**config.mk**
```make
export PLATFORM = sky130hd
export DESIGN_NAME = pgl_front
export DESIGN_NICKNAME = d
export VERILOG_FILES = /design/src/rtl/core/pgl_pkg.sv /design/src/rtl/core/pgl_front.sv
export SDC_FILE = /design/constraint.sdc
export NUM_CORES = 1
export LEC_CHECK = 0
export BUFFER_PORTS_ARGS = -buffer_cell sky130_fd_sc_hd__buf_2
export CAP_MARGIN = 20
export CORE_ASPECT_RATIO = 0.75
export CORE_MARGIN = 2
export CORE_UTILIZATION = 40
export CTS_BUF_LIST = sky130_fd_sc_hd__clkbuf_8 sky130_fd_sc_hd__clkbuf_16
export DETAILED_ROUTE_END_ITERATION = 12
export GPL_TIMING_DRIVEN = 0
export HOLD_SLACK_MARGIN = 0.1
export PLACE_DENSITY = 0.57
export SLEW_MARGIN = 20
export SYNTH_ARGS = -nofsm -noshare
export SYNTH_HDL_FRONTEND = slang
export SYNTH_SLANG_ARGS = --single-unit
```
**constraint.sdc**
```tcl
create_clock -name clk -period 11.65 [get_ports clk]
set_clock_uncertainty 0.05 [all_clocks]
set_input_delay 3.495 -clock clk [delete_from_list [all_inputs] [get_ports clk]]
set_output_delay 3.495 -clock clk [all_outputs]
set_load 0.05 [all_outputs]
```
**src/rtl/core/pgl_pkg.sv**
```systemverilog
`timescale 1ns / 1ps
package pgl_pkg;
	localparam int GRID_ROWS_DEF      = 12;
	localparam int MAX_ROW_POINTS_DEF = 15;
	localparam int CAL_ROWS           = 12;
	localparam int CAL_PTS            = 15;
	localparam int PX_W               = 10;
	localparam int CM_W               = 7;

	typedef struct packed {
		logic [PX_W-1:0] pixel_x;
		logic [PX_W-1:0] pixel_y;
	} pix_t;

	function automatic logic [PX_W-1:0] cal_row_px(input logic [5:0] r);
		logic [PX_W-1:0] v;
		begin
			unique case (r)
				6'd0: v = 10'd472;
				6'd1: v = 10'd397;
				6'd2: v = 10'd339;
				6'd3: v = 10'd297;
				6'd4: v = 10'd262;
				6'd5: v = 10'd237;
				6'd6: v = 10'd213;
				6'd7: v = 10'd196;
				6'd8: v = 10'd180;
				6'd9: v = 10'd166;
				6'd10: v = 10'd155;
				6'd11: v = 10'd143;
				default: v = '0;
			endcase
			return v;
		end
	endfunction

	function automatic logic [3:0] cal_row_n(input logic [5:0] r);
		logic [3:0] v;
		begin
			unique case (r)
				6'd0: v = 4'd5;
				6'd1: v = 4'd6;
				6'd2: v = 4'd7;
				6'd3: v = 4'd8;
				6'd4: v = 4'd9;
				6'd5: v = 4'd10;
				6'd6: v = 4'd11;
				6'd7: v = 4'd12;
				6'd8: v = 4'd13;
				6'd9: v = 4'd13;
				6'd10: v = 4'd15;
				6'd11: v = 4'd15;
				default: v = '0;
			endcase
			return v;
		end
	endfunction

	typedef logic [PX_W-1:0] row_px_t [CAL_PTS];

	function automatic logic [PX_W-1:0] cal_col_px(input logic [5:0] r,
			input logic [5:0] k);
		row_px_t t;
		begin
			t = '{default: '0};
			unique case (r)
				6'd0: t = '{60, 184, 311, 437, 561, 0, 0, 0, 0, 0, 0, 0, 0, 0, 0};
				6'd1: t = '{99, 204, 311, 419, 524, 629, 0, 0, 0, 0, 0, 0, 0, 0, 0};
				6'd2: t = '{35, 128, 219, 312, 405, 497, 589, 0, 0, 0, 0, 0, 0, 0, 0};
				6'd3: t = '{68, 153, 232, 313, 395, 476, 558, 637, 0, 0, 0, 0, 0, 0, 0};
				6'd4: t = '{22, 96, 170, 242, 313, 386, 459, 533, 605, 0, 0, 0, 0, 0, 0};
				6'd5: t = '{50, 117, 184, 250, 315, 380, 445, 512, 577, 538, 0, 0, 0, 0, 0};
				6'd6: t = '{15, 75, 135, 196, 255, 315, 374, 434, 495, 554, 614, 0, 0, 0,
					0};
				6'd7: t = '{38, 94, 150, 206, 260, 315, 369, 424, 480, 535, 590, 640, 0, 0,
					0};
				6'd8: t = '{10, 59, 112, 163, 214, 265, 315, 365, 416, 468, 518, 568, 619,
					0, 0};
				6'd9: t = '{30, 77, 125, 173, 222, 269, 315, 362, 410, 458, 505, 551, 599,
					0, 0};
				6'd10: t = '{4, 49, 93, 138, 183, 227, 272, 316, 359, 403, 448, 493, 538,
					580, 624};
				6'd11: t = '{23, 66, 106, 149, 191, 233, 275, 316, 357, 398, 440, 481, 523,
					563, 605};
				default: t = '{default: '0};
			endcase
			if (k < 6'(CAL_PTS))
				return t[k[3:0]];
			return '0;
		end
	endfunction
endpackage

```
**src/rtl/core/pgl_front.sv**
```systemverilog
`timescale 1ns / 1ps
module pgl_front #(
	parameter int GRID_ROWS = pgl_pkg::GRID_ROWS_DEF,
	parameter int RW = (GRID_ROWS > 1) ? $clog2(GRID_ROWS) : 1
) (
	input  logic                 clk,
	input  logic                 arst_n,
	input  logic                 in_valid,
	output logic                 in_stall,
	input  pgl_pkg::pix_t        in_pix,
	output logic                 q_valid,
	input  logic                 q_stall,
	output pgl_pkg::pix_t        q_pix,
	output logic [RW-1:0]        q_row
);
	import pgl_pkg::*;

	localparam int CW = RW + 1;

	logic          busy_q, done_q;
	logic [CW-1:0] lo_q, hi_q;
	pix_t          pix_q;
	logic [RW-1:0] row_q;
	logic [CW-1:0] mid;
	logic [PX_W-1:0] vlo, vhi, vmid, dlo, dhi;
	logic [PX_W-1:0] key;

	assign key = pix_q.pixel_y;
	assign mid = lo_q + ((hi_q - lo_q) >> 1);
	assign vlo = cal_row_px(6'(lo_q));
	assign vhi = cal_row_px(6'(hi_q));
	assign vmid = cal_row_px(6'(mid));
	assign dlo = (vlo >= key) ? vlo - key : key - vlo;
	assign dhi = (vhi >= key) ? vhi - key : key - vhi;

	assign in_stall = busy_q || done_q;
	assign q_valid  = done_q;
	assign q_pix    = pix_q;
	assign q_row    = row_q;

	always_ff @(posedge clk or negedge arst_n) begin
		if (!arst_n) begin
			busy_q <= 1'b0;
			done_q <= 1'b0;
		end else if (in_valid && !in_stall) begin
			busy_q <= 1'b1;
		end else if (busy_q) begin
			if (lo_q >= hi_q || lo_q + 1'b1 == hi_q || vmid == key) begin
				busy_q <= 1'b0;
				done_q <= 1'b1;
			end
		end else if (done_q && !q_stall) begin
			done_q <= 1'b0;
		end
	end

	always_ff @(posedge clk) begin
		if (in_valid && !in_stall) begin
			pix_q <= in_pix;
			lo_q  <= '0;
			hi_q  <= CW'(GRID_ROWS - 1);
		end else if (busy_q) begin
			if (lo_q >= hi_q) begin
				row_q <= lo_q[RW-1:0];
			end else if (lo_q + 1'b1 == hi_q) begin
				if (vlo == key)
					row_q <= lo_q[RW-1:0];
				else if (vhi == key)
					row_q <= hi_q[RW-1:0];
				else if (dlo <= dhi)
					row_q <= lo_q[RW-1:0];
				else
					row_q <= hi_q[RW-1:0];
			end else if (vmid == key) begin
				row_q <= mid[RW-1:0];
			end else if (vmid > key) begin
				lo_q <= mid;
			end else begin
				hi_q <= mid;
			end
		end
	end
endmodule

```
==> metrics.md <==
| Metric | Value |
|---|---|
| Status | finished clean |
| Maximum clock rate | 0.1654 GHz |
| Die area | 13650 sq um |
| Reg-to-Reg Start | lo_q[1]$_SDFFE_PP0N_ |
| Syn_nets | slightly below 700 |
| Pin count of the biggest net entering global routing | 30 |
| Total grt overflow | 0 |
| Arr. time, crit path | about 6.2 ns |
| WL per Instance | 16.37 um |
| Number of diodes | 0 |
| Syn Inst Count | about 570 |
| Seq cells post-synth | 54 |
| Fin nets | between 700 and 800 |
| Hold_buf cts | 0 |
| Critical Path Start | lo_q[1]$_SDFFE_PP0N_ |
| Layout area overhead | 11.71% |
| Routed vias/inst | approximately 5.3 |
| Largest delay share family, worst path | adder cells |
| Max-slew violations | 0 |
| CTS buffer count | 5 |
| Area occupied by registers | ~1300 sq um |
| Antenna violations before repair | 0 |
| Buffers plus inverters on the worst setup path | 5 |
| Fin crit period | slightly above 6 ns |
| Layout cells sized above 1 | 0.1447 |
| Core box area | around 12000 sq um |
| Worst-Margin Slew | approximately 0.78 ns |
| Synthesized area | roughly 5100 sq um |
| PortBufs | 49 |
| Setup Buffers After CTS | 0 |
| Cell chain of the critical path | inv_1 -> fa_1 -> xor2_1 -> inv_1 -> fa_1 -> ha_1 -> buf_1 -> nor3_1 -> a2111oi_0 -> ha_1 -> nand4b_1 -> a211o_1 -> o221ai_1 -> or4b_1 -> buf_6 -> nand2_1 -> o21a_1 -> inv_1 -> ha_1 -> nor2_1 -> a21oi_2 -> o22ai_1 |
| Num rows | 35 |
| Count of flip-flops with a built-in enable after synthesis | 24 |
| Post-route cell area | between 5000 and 6000 sq um |
| Worst EP required | 11.82 ns |
| Area of the multi-input gates | between 3000 and 4000 sq um |
| Root buffer cell | clkbuf_16 |
| Cts repair resizes | 0 |
| Worst relative slew slack | 0.4778 |
| Crit-path max FO | 8 |
| Commonest non-fill, non-tap cell in the layout | ha_1 |
| Post-Route Utilization | 0.4602 |
| Critical path class | flip-flop to flip-flop |
| Post-synth ARST share | 0.03704 |
| Die height | ~100 um |
| CTS sink cnt | 54 |
| Die W | 134.2 um |
| Hold Fails Final Rpt | 0 |
| DRT Wirelength | 13020 um |
| TritonRoute pass-1 iters | 5 |
| Clock buffer depth | 2 |
| HP Class | flip-flop to flip-flop |
| Fin Setup TNS | 0 ns |
| Area of placed instances | around 5500 sq um |
| Final period util | 0.5191 |
| Routability Congestion | between 0.9 and 1 |
| Register area share after synthesis | 0.2617 |
| Via count | roughly 4200 |
| Critical path capture point type | flip-flop |
| Setup crit start kind | flip-flop |
| Setup violations, final | 0 |
| Highest-count cells in the layout ignoring fill and taps | 80 x ha_1, 61 x inv_1, 54 x buf_2, 41 x nor2_1, 40 x nand2_1 |
| TritonCTS clock tree | yes |
| Dominant synthesized flop cell | dfxtp_1 |
| Initial Utilization | 0.4120 |
| Post-DRT Antenna Nets | 0 |
| Max incr delay on CP | approximately 0.76 ns |
| Crit path max-delay cell type | fa_1 |
| Ports | 50 |
| First-pass GRT wire length | between 20000 and 25000 um |
| Clock Pin Slew Worst Setup and Hold Paths | ~0.070 ns |
| Hold_sp | q_valid$_DFFE_PN0P_ |
| Post-DP HPWL | 10530 um |
| YS warnings | 0 |
| Syn_area_per_cell | ~8.9 sq um |
| RSZ-0062 raised after global routing | no |
| Drt drc | 0 |
| Hold_ws | 0.5115 ns |
| Clk Latency, worst-skew pair | 0.30 ns |
| Fill cells | between 1000 and 1500 |
| Iteration-0 DRC Markers | about 250 |
| Number of H-tree levels | 2 |
| Max Cap Violations | 0 |
| Synth unique cells | 74 |
| Vias in the first global route | about 3900 |
| Total GRT Usage | 0.1912 |
cells in the mapped netlist, drive strengths merged, types with 3 or more instances:
cell	n	area (sq um)
a2111oi	3	26.28
a211o	4	35.03
a211oi	7	80.08
a21o	16	120.1
a21oi	40	204.0
a2bb2oi	5	43.79
a31oi	4	31.28
and2	3	18.77
buf	11	81.32
clkbuf	6	22.52
dfxtp	28	560.5
edfxtp	24	720.7
fa	6	120.1
ha	80	1001
inv	61	229.0
mux2	6	75.07
mux2i	16	172.7
nand2	41	156.4
nand2b	15	93.84
nand3	11	55.05
nand4	3	18.77
nor2	44	182.7
nor2b	8	50.05
nor3	12	65.06
o211ai	3	27.52
o21a	10	75.07
o21ai	26	137.6
o21bai	5	37.54
o22ai	7	43.79
o31a	3	26.28
o31ai	4	30.03
xnor2	16	140.1
xor2	12	105.1
metal layers:
metal,global-route usage,up-vias,wire [um]
met5,0,-,0
met1,0.2957,1965,6971
met2,0.2826,113,5341
met3,0.03403,6,628
li1,-,2147,-
met4,0.02510,0,75
cell type report:
cell class | count | share of cell area
flip-flops and latches | 54 | 0.2343
multi-input cells | 438 | 0.6011
clock buffers | 5 | 0.02202
well taps | 166 | 0.03655
clock inverters | 3 | 0.003082
repair buffers | 49 | 0.04315
inverters | 63 | 0.04161
plain buffers | 17 | 0.01827
cells by family after synthesis:
| logic type | after synthesis | share of synthesized area |
|---|---|---|
| compound gates | 151 | 0.2068 |
| xor+xnor | 28 | 0.04820 |
| mux | 22 | 0.04870 |
| fa+ha+maj | 86 | 0.2204 |
| simple gates | 151 | 0.1473 |
| buf+inv | 80 | 0.06689 |
| flops | 54 | 0.2617 |
worst register-to-register path, delay by kind of cell (launching register included):
| kind | cells | cell delay (ns) |
|---|---|---|
| fa+ha+maj | 5 | 2.05 |
| compound gates | 6 | 1.22 |
| flops | 1 | 0.50 |
| simple gates | 5 | 1.06 |
| xor+xnor | 1 | 0.22 |
| buf+inv | 5 | 0.89 |
through the flow:
step / worst slack (ns) / instances
final: 5.602 / 795
after global routing: 5.143 / 795
after CTS: 5.653 / 795
after detailed placement: 5.694 / 787
after global placement: 5.759 / 787
after floorplan: 6.420 / 572
path summary, 6_finish.rpt:
path / slack [ns] / end / cells past startpoint
worst max-delay path: 5.60 / flip-flop / 22
worst min-delay path: 0.51 / q_valid$_DFFE_PN0P_ / 2
worst max register to register: 5.60 / flip-flop / 22
worst min register to register: 0.51 / q_valid$_DFFE_PN0P_ / 2
max in group asynchronous: 8.54 / busy_q$_DFF_PN0_ / 1
min in group asynchronous: 2.92 / q_valid$_DFFE_PN0P_ / 1
Power is not shown: default switching activity piles up to over one toggle a cycle in this logic, so the estimate is an artifact.
