[config.mk]
export PLATFORM = sky130hd
export DESIGN_NAME = pgl_queue
export DESIGN_NICKNAME = d
export VERILOG_FILES = /design/src/rtl/core/pgl_pkg.sv /design/src/rtl/core/pgl_queue.sv
export SDC_FILE = /design/constraint.sdc
export NUM_CORES = 1
export LEC_CHECK = 0
export ABC_CLOCK_PERIOD_IN_PS = 2800
export BUFFER_PORTS_ARGS = -buffer_cell sky130_fd_sc_hd__buf_2
export CORE_MARGIN = 2
export CORE_UTILIZATION = 54
export CTS_BUF_LIST = sky130_fd_sc_hd__clkbuf_2 sky130_fd_sc_hd__clkbuf_4 sky130_fd_sc_hd__clkbuf_8
export CTS_CLUSTER_DIAMETER = 40
export DETAILED_ROUTE_END_ITERATION = 16
export PLACE_DENSITY = 0.93
export SLEW_MARGIN = 20
export SYNTH_ARGS = -nofsm -noshare
export SYNTH_HDL_FRONTEND = slang
export SYNTH_SLANG_ARGS = --single-unit
export TNS_END_PERCENT = 30
[constraint.sdc]
create_clock -name clk -period 2.8 [get_ports clk]
set_clock_uncertainty 0.1 [all_clocks]
set_input_delay 0.28 -clock clk [delete_from_list [all_inputs] [get_ports clk]]
set_output_delay 0.28 -clock clk [all_outputs]
set_load 0.02 [all_outputs]
[src/rtl/core/pgl_pkg.sv]
`timescale 1ns / 1ps
package pgl_pkg;
	localparam int GRID_ROWS_DEF      = 12;
	localparam int MAX_ROW_POINTS_DEF = 15;
	localparam int CAL_ROWS           = 12;
	localparam int CAL_PTS            = 15;
	localparam int PX_W               = 10;
	localparam int CM_W               = 7;

	typedef struct packed {
		logic [PX_W-1:0] pixel_x;
		logic [PX_W-1:0] pixel_y;
	} pix_t;

	function automatic logic [PX_W-1:0] cal_row_px(input logic [5:0] r);
		logic [PX_W-1:0] v;
		begin
			unique case (r)
				6'd0: v = 10'd472;
				6'd1: v = 10'd397;
				6'd2: v = 10'd339;
				6'd3: v = 10'd297;
				6'd4: v = 10'd262;
				6'd5: v = 10'd237;
				6'd6: v = 10'd213;
				6'd7: v = 10'd196;
				6'd8: v = 10'd180;
				6'd9: v = 10'd166;
				6'd10: v = 10'd155;
				6'd11: v = 10'd143;
				default: v = '0;
			endcase
			return v;
		end
	endfunction

	function automatic logic [3:0] cal_row_n(input logic [5:0] r);
		logic [3:0] v;
		begin
			unique case (r)
				6'd0: v = 4'd5;
				6'd1: v = 4'd6;
				6'd2: v = 4'd7;
				6'd3: v = 4'd8;
				6'd4: v = 4'd9;
				6'd5: v = 4'd10;
				6'd6: v = 4'd11;
				6'd7: v = 4'd12;
				6'd8: v = 4'd13;
				6'd9: v = 4'd13;
				6'd10: v = 4'd15;
				6'd11: v = 4'd15;
				default: v = '0;
			endcase
			return v;
		end
	endfunction

	typedef logic [PX_W-1:0] row_px_t [CAL_PTS];

	function automatic logic [PX_W-1:0] cal_col_px(input logic [5:0] r,
			input logic [5:0] k);
		row_px_t t;
		begin
			t = '{default: '0};
			unique case (r)
				6'd0: t = '{60, 184, 311, 437, 561, 0, 0, 0, 0, 0, 0, 0, 0, 0, 0};
				6'd1: t = '{99, 204, 311, 419, 524, 629, 0, 0, 0, 0, 0, 0, 0, 0, 0};
				6'd2: t = '{35, 128, 219, 312, 405, 497, 589, 0, 0, 0, 0, 0, 0, 0, 0};
				6'd3: t = '{68, 153, 232, 313, 395, 476, 558, 637, 0, 0, 0, 0, 0, 0, 0};
				6'd4: t = '{22, 96, 170, 242, 313, 386, 459, 533, 605, 0, 0, 0, 0, 0, 0};
				6'd5: t = '{50, 117, 184, 250, 315, 380, 445, 512, 577, 538, 0, 0, 0, 0, 0};
				6'd6: t = '{15, 75, 135, 196, 255, 315, 374, 434, 495, 554, 614, 0, 0, 0,
					0};
				6'd7: t = '{38, 94, 150, 206, 260, 315, 369, 424, 480, 535, 590, 640, 0, 0,
					0};
				6'd8: t = '{10, 59, 112, 163, 214, 265, 315, 365, 416, 468, 518, 568, 619,
					0, 0};
				6'd9: t = '{30, 77, 125, 173, 222, 269, 315, 362, 410, 458, 505, 551, 599,
					0, 0};
				6'd10: t = '{4, 49, 93, 138, 183, 227, 272, 316, 359, 403, 448, 493, 538,
					580, 624};
				6'd11: t = '{23, 66, 106, 149, 191, 233, 275, 316, 357, 398, 440, 481, 523,
					563, 605};
				default: t = '{default: '0};
			endcase
			if (k < 6'(CAL_PTS))
				return t[k[3:0]];
			return '0;
		end
	endfunction
endpackage

[src/rtl/core/pgl_queue.sv]
`timescale 1ns / 1ps
module pgl_queue #(
	parameter int RW = 4
) (
	input  logic           clk,
	input  logic           arst_n,
	input  logic           w_valid,
	output logic           w_stall,
	input  pgl_pkg::pix_t  w_pix,
	input  logic [RW-1:0]  w_row,
	output logic           r_valid,
	input  logic           r_stall,
	output pgl_pkg::pix_t  r_pix,
	output logic [RW-1:0]  r_row
);
	import pgl_pkg::*;

	pix_t          pix_q [2];
	logic [RW-1:0] row_q [2];
	logic          wp_q, rp_q;
	logic [1:0]    cnt_q;
	logic          wr, rd;

	assign w_stall = cnt_q == 2'd2;
	assign r_valid = cnt_q != 2'd0;
	assign wr = w_valid && !w_stall;
	assign rd = r_valid && !r_stall;
	assign r_pix = pix_q[rp_q];
	assign r_row = row_q[rp_q];

	always_ff @(posedge clk or negedge arst_n) begin
		if (!arst_n) begin
			wp_q  <= 1'b0;
			rp_q  <= 1'b0;
			cnt_q <= '0;
		end else begin
			if (wr)
				wp_q <= ~wp_q;
			if (rd)
				rp_q <= ~rp_q;
			cnt_q <= cnt_q + 2'(wr) - 2'(rd);
		end
	end

	always_ff @(posedge clk) begin
		if (wr) begin
			pix_q[wp_q] <= w_pix;
			row_q[wp_q] <= w_row;
		end
	end
endmodule

==> tab_implementation.tex, run 1 <==
\begin{tabular}{lr}
\hline
Metric & Value \\
\hline
\multicolumn{2}{l}{\textbf{Floorplan}} \\
\quad DIE HEIGHT & around 65 µm \\
\quad Number of primary I/O pins & between 50 and 60 \\
\quad DIE AREA & 4290 µm² \\
\quad Die Width & 65.50 µm \\
\quad Core box area & approximately 3700 µm² \\
\quad Number of cell rows & 22 \\
\quad Initial cell density of the core & between 50 and 60\% \\
\multicolumn{2}{l}{\textbf{Synth}} \\
\quad Share of the yosys chip area belonging to registers & roughly three quarters \\
\quad Share of the synthesized area in the top cell type & between 70\% and 80\% \\
\quad Number of nets produced by synthesis & around 120 \\
\quad Mean instance size in the synthesized netlist & 21.96 µm² \\
\quad Number of synthesized register bits & between 50 and 60 \\
\quad Synthesis warning total & 0 \\
\quad Cell area after technology mapping & 2042 µm² \\
\quad Yosys cell types & 16 \\
\quad Cell types with the largest area share after synthesis & sky130\_fd\_sc\_hd\_\_edfxtp\_1, sky130\_fd\_sc\_hd\_\_mux2\_4, sky130\_fd\_sc\_hd\_\_dfrtp\_1 \\
\quad Post-Syn Instances & 93 \\
\quad Cell accounting for the most synthesized area & sky130\_fd\_sc\_hd\_\_edfxtp\_1 \\
\multicolumn{2}{l}{\textbf{Timing}} \\
\quad Hold violation total from the final report & 0 \\
\quad Period utilisation layout & between 70\% and 80\% \\
\quad RSZ-0062 raised after global routing & false \\
\quad Finish-stage setup viols & 0 \\
\quad Worst Slack Setup Final & $\sim$0.70 ns \\
\quad Transition time at the pin with the least slew margin & a little over 0.5 ns \\
\quad Final critical-path required period & between 2 and 2.5 ns \\
\quad Max transition margin & roughly 66\% \\
\quad Summed negative setup slack over all endpoints & 0 ns \\
\quad Maximum achievable frequency & 0.4759 GHz \\
\quad Max-slew violation count & 0 \\
\multicolumn{2}{l}{\textbf{Cells and area}} \\
\quad Share of cells above drive strength 1 & $\sim$58\% \\
\quad Highest-count cells in the layout ignoring fill and taps & sky130\_fd\_sc\_hd\_\_buf\_2, sky130\_fd\_sc\_hd\_\_edfxtp\_1, sky130\_fd\_sc\_hd\_\_mux2\_4 \\
\quad Final nets & roughly 180 \\
\quad Most frequent standard cell in the layout excluding fill and tap cells & sky130\_fd\_sc\_hd\_\_buf\_2 \\
\quad Syn-to-layout area delta & 21.20\% \\
\quad Total inserted antenna cells & 0 \\
\multicolumn{2}{l}{\textbf{Placed design}} \\
\quad Final weighted congestion in routability-driven placement & 0.6764 \\
\quad Port Buffers & 53 \\
\quad Setup slack at placement & 1.013 ns \\
\quad Detailed Place HPWL & between 2000 and 2500 µm \\
\multicolumn{2}{l}{\textbf{Global routing}} \\
\quad Met2 routing resource usage after global routing & about a quarter \\
\quad Wire length of the first global-routing pass & approximately 4800 µm \\
\quad Gr ovfl total & 0 \\
\quad Pin count of the biggest net entering global routing & 25 \\
\quad GR Util All Layers & 16.23\% \\
\quad Top Usage Layer GRT & met2 \\
\quad Initial antenna violation count & 0 \\
\quad Grt met3 use & 6.336\% \\
\quad Via count of the first global-routing pass & between 900 and 1,000 \\
\quad Met1 demand-to-capacity share in global routing & between 20\% and 30\% \\
\multicolumn{2}{l}{\textbf{Critical path}} \\
\quad Critical path type & flop to primary output \\
\quad Worst Setup Start Kind & flop \\
\quad Setup slack of the most critical reg-to-reg path & slightly above 1 ns \\
\quad Critical Path End & r\_pix[1] \\
\quad Required time of the critical path & $\sim$2.4 ns \\
\quad Critical register-to-register path endpoint & cnt\_q[1] \\
\quad Number of cells on the worst reg-to-reg path & 7 \\
\quad Kind of end point of the critical path & primary output \\
\quad Worst EP arrival & 1.72 ns \\
\quad Crit Reg-Reg Startpoint & cnt\_q[1] \\
\quad Worst-path fanout max & 17 \\
\quad Critical Path Source & rp\_q \\
\multicolumn{2}{l}{\textbf{Routing}} \\
\quad Post-DR vias/cell & slightly below 5 \\
\quad Wire length per cell & between 10 and 15 µm \\
\quad Count of antenna-violating nets left after detailed routing & 0 \\
\quad Overall routed net length & 2995 µm \\
\quad Vias & 992 \\
\quad First drt pass iteration count & 4 \\
\quad Violation count after the first detailed-routing iteration & 38 \\
\quad Number of remaining DRC errors & 0 \\
\multicolumn{2}{l}{\textbf{Status}} \\
\quad Result of the run & finished, final reports clean \\
\multicolumn{2}{l}{\textbf{Flow run}} \\
\quad Max Cap Viol & 0 \\
\multicolumn{2}{l}{\textbf{Clocking}} \\
\quad Maximum count of clock buffers along a single path & 2 \\
\quad Clock transition at the register clock pins on the worst setup and hold paths after CTS & 0.08 ns \\
\quad CTS sink count & 52 \\
\quad Clock tree from TritonCTS & yes \\
\quad CTS Buf Count & 5 \\
\quad Clock latency of the later-clocked register in the worst-skew pair & 0.30 ns \\
\quad Maximum level of the CTS H-tree & 2 \\
\quad Post-CTS Setup Bufs & 0 \\
\quad Root buf cell & sky130\_fd\_sc\_hd\_\_clkbuf\_8 \\
\multicolumn{2}{l}{\textbf{Pwr}} \\
\quad Cell Pwr Density & between 1000 and 1500 nW/µm² \\
\quad Post-route total power & 2.639 mW \\
\quad Worst IR drop on VDD & roughly 0.62 mV \\
\quad Leakage component of the power & 1.018 nW \\
\multicolumn{2}{l}{\textbf{Worst hold path}} \\
\quad Worst hold-check path type & input pin to flop \\
\hline
\end{tabular}
## sequential cells by signal (all words and copies together) (netlist names)
| signal | cells |
|---|---|
| wp_q | 1 |
| cnt_q | 2 |
| row_q | 8 |
| rp_q | 1 |
| pix_q | 40 |
## where the power goes
| part | total [mW] | leakage, nW | internal, mW | switching, mW |
|---|---|---|---|---|
| clock network | 0.494 | 0.0541 | 0.264 | 0.230 |
| logic | 0.989 | 0.472 | 0.468 | 0.521 |
| registers | 1.16 | 0.492 | 1.07 | 0.0883 |
## worst min-delay path by stage
stage                         to      start  cells after the start  slack [ns]
finish              pix_q[0][15]  w_pix[15]                      1        0.06
global route        pix_q[0][17]  w_pix[17]                      1        0.04
detailed placement      cnt_q[0]     arst_n                      1      -0.004
CTS                 pix_q[0][15]  w_pix[15]                      1        0.05
global placement            wp_q     arst_n                      1      -0.008
floorplan               cnt_q[0]     arst_n                      0       -0.12
## cell type report
cell class / count / area [µm²]
Inverter: 2 / 7.507
Tap cell: 48 / 60.06
Clock inverter: 3 / 42.54
Fill cell: 238 / 1186
Multi-Input combinational cell: 36 / 444.2
Sequential cell: 52 / 1541
Timing Repair Buffer: 57 / 310.3
Clock buffer: 5 / 68.82
## repair_timing
action / 4_1_cts / 5_1_grt
gates resized for setup: 0 / 0
hold endpoints to repair: 4 / 0
hold buffers: 1 / 0
## logic make-up (layout without fill, tap and decap cells)
kind of cell | Yosys count | in the layout | synth area share [%]
DFF | 52 | 52 | 75.49
muxes | 24 | 24 | 16.73
and+or+nand+nor | 6 | 6 | 1.961
buffers and inverters | 5 | 67 | 2.880
xor gates and xnor gates | 4 | 4 | 1.716
adders and majority gates | 2 | 2 | 1.225
## per-layer routing
metal  routed length (µm)  share of wire, %  vias up
li1                     -                 -      472
met5                    0                 0        -
met1                 1292                43      468
met3                  207               6.9        9
met2                 1410                47       43
met4                   84               2.8        0
## per-stage QoR
| step | hold WS, ns | instances | util, % | instance area, µm² |
|---|---|---|---|---|
| global route | 0.04375 | 203 | 67.60 | 2475 |
| CTS | 0.04697 | 203 | 67.60 | 2475 |
| finish | 0.06012 | 203 | 67.60 | 2475 |
| global placement | -0.008090 | 194 | 64.29 | 2354 |
| detailed placement | -0.003912 | 194 | 64.29 | 2354 |
| floorplan | -0.1156 | 93 | - | 2042 |
## critical path, cell delays in order, from the launching register on
cell,delay (ns)
sky130_fd_sc_hd__dfrtp_1,0.67
sky130_fd_sc_hd__buf_12,0.24
sky130_fd_sc_hd__mux2_2,0.35
sky130_fd_sc_hd__buf_2,0.16
## synth_stat cells
cell / count
sky130_fd_sc_hd__xor2_1: 1
sky130_fd_sc_hd__nand2_1: 1
sky130_fd_sc_hd__or2_1: 1
sky130_fd_sc_hd__nor2b_4: 1
sky130_fd_sc_hd__buf_12: 2
sky130_fd_sc_hd__and3_1: 1
sky130_fd_sc_hd__inv_1: 2
sky130_fd_sc_hd__xnor2_1: 3
sky130_fd_sc_hd__buf_6: 1
sky130_fd_sc_hd__edfxtp_1: 48
sky130_fd_sc_hd__nand2b_1: 1
sky130_fd_sc_hd__nor2_1: 1
sky130_fd_sc_hd__ha_1: 2
sky130_fd_sc_hd__mux2_2: 5
sky130_fd_sc_hd__mux2_4: 19
sky130_fd_sc_hd__dfrtp_1: 4
(Power assumes the default switching activity.)
==> run 2: changes to the inputs <==
--- a/config.mk
+++ b/config.mk
@@ -5,7 +5,8 @@
 export SDC_FILE = /design/constraint.sdc
 export NUM_CORES = 1
 export LEC_CHECK = 0
-export ABC_CLOCK_PERIOD_IN_PS = 2800
+export ABC_AREA = 1
+export ABC_CLOCK_PERIOD_IN_PS = 2110
 export BUFFER_PORTS_ARGS = -buffer_cell sky130_fd_sc_hd__buf_2
 export CORE_MARGIN = 2
 export CORE_UTILIZATION = 54
==> constraint.sdc (replaced) <==
create_clock -name clk -period 2.11 [get_ports clk]
set_clock_uncertainty 0.1 [all_clocks]
set_input_delay 0.211 -clock clk [delete_from_list [all_inputs] [get_ports clk]]
set_output_delay 0.211 -clock clk [all_outputs]
set_load 0.02 [all_outputs]
==> tab_implementation.tex, run 2 <==
\begin{tabular}{lr}
\hline
Metric & Value \\
\hline
\multicolumn{2}{l}{\textbf{Pwr}} \\
\quad Leakage component of the power & about 1.2 nW \\
\quad Worst IR drop on VDD & 0.7513 mV \\
\quad Cell Pwr Density & approximately 1300 nW/µm² \\
\multicolumn{2}{l}{\textbf{Synth}} \\
\quad Top cell types by occurrence after synthesis & sky130\_fd\_sc\_hd\_\_nand2\_1, sky130\_fd\_sc\_hd\_\_edfxtp\_1, sky130\_fd\_sc\_hd\_\_inv\_1, sky130\_fd\_sc\_hd\_\_dfrtp\_1 \\
\quad Most used DFF post-synth & sky130\_fd\_sc\_hd\_\_edfxtp\_1 \\
\quad Number of synthesized flops with an enable pin & between 40 and 50 \\
\quad Mean instance size in the synthesized netlist & about 13 µm² \\
\quad Cell types with the largest area share after synthesis & sky130\_fd\_sc\_hd\_\_edfxtp\_1, sky130\_fd\_sc\_hd\_\_nand2\_1, sky130\_fd\_sc\_hd\_\_dfrtp\_1 \\
\quad Share of the synthesized area in the top cell type & 72.09\% \\
\quad Number of synthesized register bits & 52 \\
\quad Share of async-settable or async-resettable flops after synthesis & $\sim$7.7\% \\
\quad Yosys cell types & 10 \\
\quad Number of nets produced by synthesis & about 190 \\
\quad Post-Syn Instances & 159 \\
\quad Share of the yosys chip area belonging to registers & a little under 80\% \\
\quad Cell area after technology mapping & roughly 2000 µm² \\
\quad Cell accounting for the most synthesized area & sky130\_fd\_sc\_hd\_\_edfxtp\_1 \\
\quad Synthesis warning total & 0 \\
\quad Most common cell in the synthesized netlist & sky130\_fd\_sc\_hd\_\_nand2\_1 \\
\multicolumn{2}{l}{\textbf{Cells and area}} \\
\quad Most frequent standard cell in the layout excluding fill and tap cells & sky130\_fd\_sc\_hd\_\_nand2\_1 \\
\quad Storage element area & 1541 µm² \\
\quad Share of cells above drive strength 1 & about 27\% \\
\quad Count of fill cells added during filler insertion & $\sim$240 \\
\quad Final nets & 270 \\
\quad Flip-flop count of the largest register after layout & 40 \\
\quad Largest reg by FF count & pix\_q \\
\quad Largest registers & pix\_q x40, row\_q x8, cnt\_q x2 \\
\quad Syn-to-layout area delta & 31.16\% \\
\quad Area occupied by multi-input gates & approximately 370 µm² \\
\quad Total inserted antenna cells & 0 \\
\quad Highest-count cells in the layout ignoring fill and taps & sky130\_fd\_sc\_hd\_\_nand2\_1, sky130\_fd\_sc\_hd\_\_buf\_2, sky130\_fd\_sc\_hd\_\_edfxtp\_1 \\
\quad Final Core Density & between 70\% and 80\% \\
\multicolumn{2}{l}{\textbf{Critical path}} \\
\quad Critical path type & flop to primary output \\
\quad Worst EP arrival & about 1.6 ns \\
\quad Crit Reg-Reg Startpoint & cnt\_q[1] \\
\quad Setup slack of the most critical reg-to-reg path & between 0.5 and 0.6 ns \\
\quad Number of cells on the worst reg-to-reg path & 10 \\
\quad Kind of end point of the critical path & primary output \\
\quad Required time of the critical path & 1.80 ns \\
\quad Worst Setup Start Kind & flop \\
\quad Critical register-to-register path endpoint & cnt\_q[1] \\
\quad Worst-path fanout max & 16 \\
\multicolumn{2}{l}{\textbf{Global routing}} \\
\quad GR Util All Layers & 19.05\% \\
\quad Gr ovfl total & 0 \\
\quad Wire length of the first global-routing pass & around 5700 µm \\
\quad Via count of the first global-routing pass & about 1,300 \\
\quad Initial antenna violation count & 0 \\
\quad Pin count of the biggest net entering global routing & 26 \\
\multicolumn{2}{l}{\textbf{Clocking}} \\
\quad Clock latency of the later-clocked register in the worst-skew pair & 0.29 ns \\
\quad Root buf cell & sky130\_fd\_sc\_hd\_\_clkbuf\_8 \\
\quad \# resized after CTS & 0 \\
\quad Clock tree from TritonCTS & yes \\
\quad Count of hold-fix buffers inserted at cts & 17 \\
\quad CTS sink count & 52 \\
\quad Clock transition at the register clock pins on the worst setup and hold paths after CTS & 0.08 ns \\
\quad Maximum level of the CTS H-tree & 2 \\
\quad Post-CTS Setup Bufs & 0 \\
\quad Maximum count of clock buffers along a single path & 2 \\
\quad CTS Buf Count & 5 \\
\multicolumn{2}{l}{\textbf{Placed design}} \\
\quad Final weighted congestion in routability-driven placement & between 0.6 and 0.7 \\
\quad Setup slack at placement & 0.5446 ns \\
\quad Port Buffers & 53 \\
\quad Detailed Place HPWL & 2280 µm \\
\multicolumn{2}{l}{\textbf{Status}} \\
\quad Result of the run & finished, final reports clean \\
\multicolumn{2}{l}{\textbf{Worst hold path}} \\
\quad Worst hold start & w\_row[1] \\
\quad Cell count of the worst hold path & 1 \\
\quad Worst Hold Endpoint & row\_q[0][1] \\
\quad Worst hold-check path type & input pin to flop \\
\multicolumn{2}{l}{\textbf{Timing}} \\
\quad RSZ-0062 raised after global routing & false \\
\quad Worst Slack Setup Final & roughly 0.18 ns \\
\quad Maximum achievable frequency & 0.5184 GHz \\
\quad Summed negative setup slack over all endpoints & 0 ns \\
\quad Period utilisation layout & just over 90\% \\
\quad Final critical-path required period & 1.929 ns \\
\quad Transition time at the pin with the least slew margin & approximately 0.58 ns \\
\quad Finish-stage setup viols & 0 \\
\quad Max-slew violation count & 0 \\
\quad Max transition margin & about three fifths \\
\quad Hold violation total from the final report & 0 \\
\multicolumn{2}{l}{\textbf{Routing}} \\
\quad Wire length per cell & roughly 12 µm \\
\quad Count of antenna-violating nets left after detailed routing & 0 \\
\quad Vias & between 1,000 and 1,500 \\
\quad Overall routed net length & approximately 3500 µm \\
\quad Number of remaining DRC errors & 0 \\
\quad Post-DR vias/cell & 4.619 \\
\quad First drt pass iteration count & 4 \\
\quad Violation count after the first detailed-routing iteration & just over 70 \\
\multicolumn{2}{l}{\textbf{Floorplan}} \\
\quad Number of cell rows & 22 \\
\quad Die Width & $\sim$65 µm \\
\quad DIE HEIGHT & roughly 65 µm \\
\quad DIE AREA & approximately 4200 µm² \\
\quad Initial cell density of the core & about 55\% \\
\quad Number of primary I/O pins & 54 \\
\quad Core box area & around 3600 µm² \\
\multicolumn{2}{l}{\textbf{Flow run}} \\
\quad Max Cap Viol & 0 \\
\hline
\end{tabular}
run 2: worst max path at each step:
stage                         from           to  slack (ns)  cells past startpoint
after global placement        rp_q    r_pix[19]        0.56                      4
after detailed placement      rp_q     r_pix[9]        0.54                      4
after CTS                     rp_q     r_row[2]        0.18                      4
final                         rp_q     r_row[2]        0.18                      4
after floorplan           cnt_q[1]  pix_q[1][0]        0.02                      3
after global routing          rp_q     r_pix[3]        0.07                      4
run 2: metrics by stage:
step                instances  area [µm²]  power, mW  hold WS [ns]
global route              289        2623      3.622      0.001546
detailed placement        259        2308      2.832      -0.07571
CTS                       284        2572      3.410      0.002023
finish                    289        2623      3.387       0.01239
global placement          259        2308      2.787      -0.08075
floorplan                 159        1999      2.445       -0.1846
run 2: final cells by class:
class                      count  share of cell area [%]
clock buffer                   7                   3.435
timing repair buffer          79                   19.66
tap                           48                   2.290
inverter                      11                   1.765
multi-input combinational     91                   13.93
clock inverter                 1                  0.1431
sequential                    52                   58.78
run 2: worst max-delay path: stages, from the launching register on:
cell	delay, ns
sky130_fd_sc_hd__dfrtp_1	0.72
sky130_fd_sc_hd__buf_4	0.29
sky130_fd_sc_hd__nand2_1	0.08
sky130_fd_sc_hd__nand2_1	0.07
sky130_fd_sc_hd__buf_2	0.16
run 2: power by group:
group | leakage, nW | total [mW] | internal [mW] | switching, mW
Combinational | 0.657 | 1.31 | 0.418 | 0.888
Sequential | 0.495 | 1.52 | 1.41 | 0.113
Clock | 0.0493 | 0.559 | 0.276 | 0.283
Total | 1.20 | 3.39 | 2.10 | 1.28
run 2: layer usage:
layer / up-vias / global-route usage, % / routed length (µm)
li1: 679 / - / -
met1: 602 / 20.24 / 1351
met2: 44 / 33.51 / 1900
met3: 10 / 4.167 / 150
met4: 0 / 13.03 / 138
met5: - / 0 / 0
run 2: cells by family after synthesis:
family | Yosys count | share of synthesized area (%)
adder cells (fa/ha/maj) | 2 | 1.251
AND/OR/NAND/NOR | 89 | 16.90
flip-flops | 52 | 77.10
buffers and inverters | 16 | 4.756
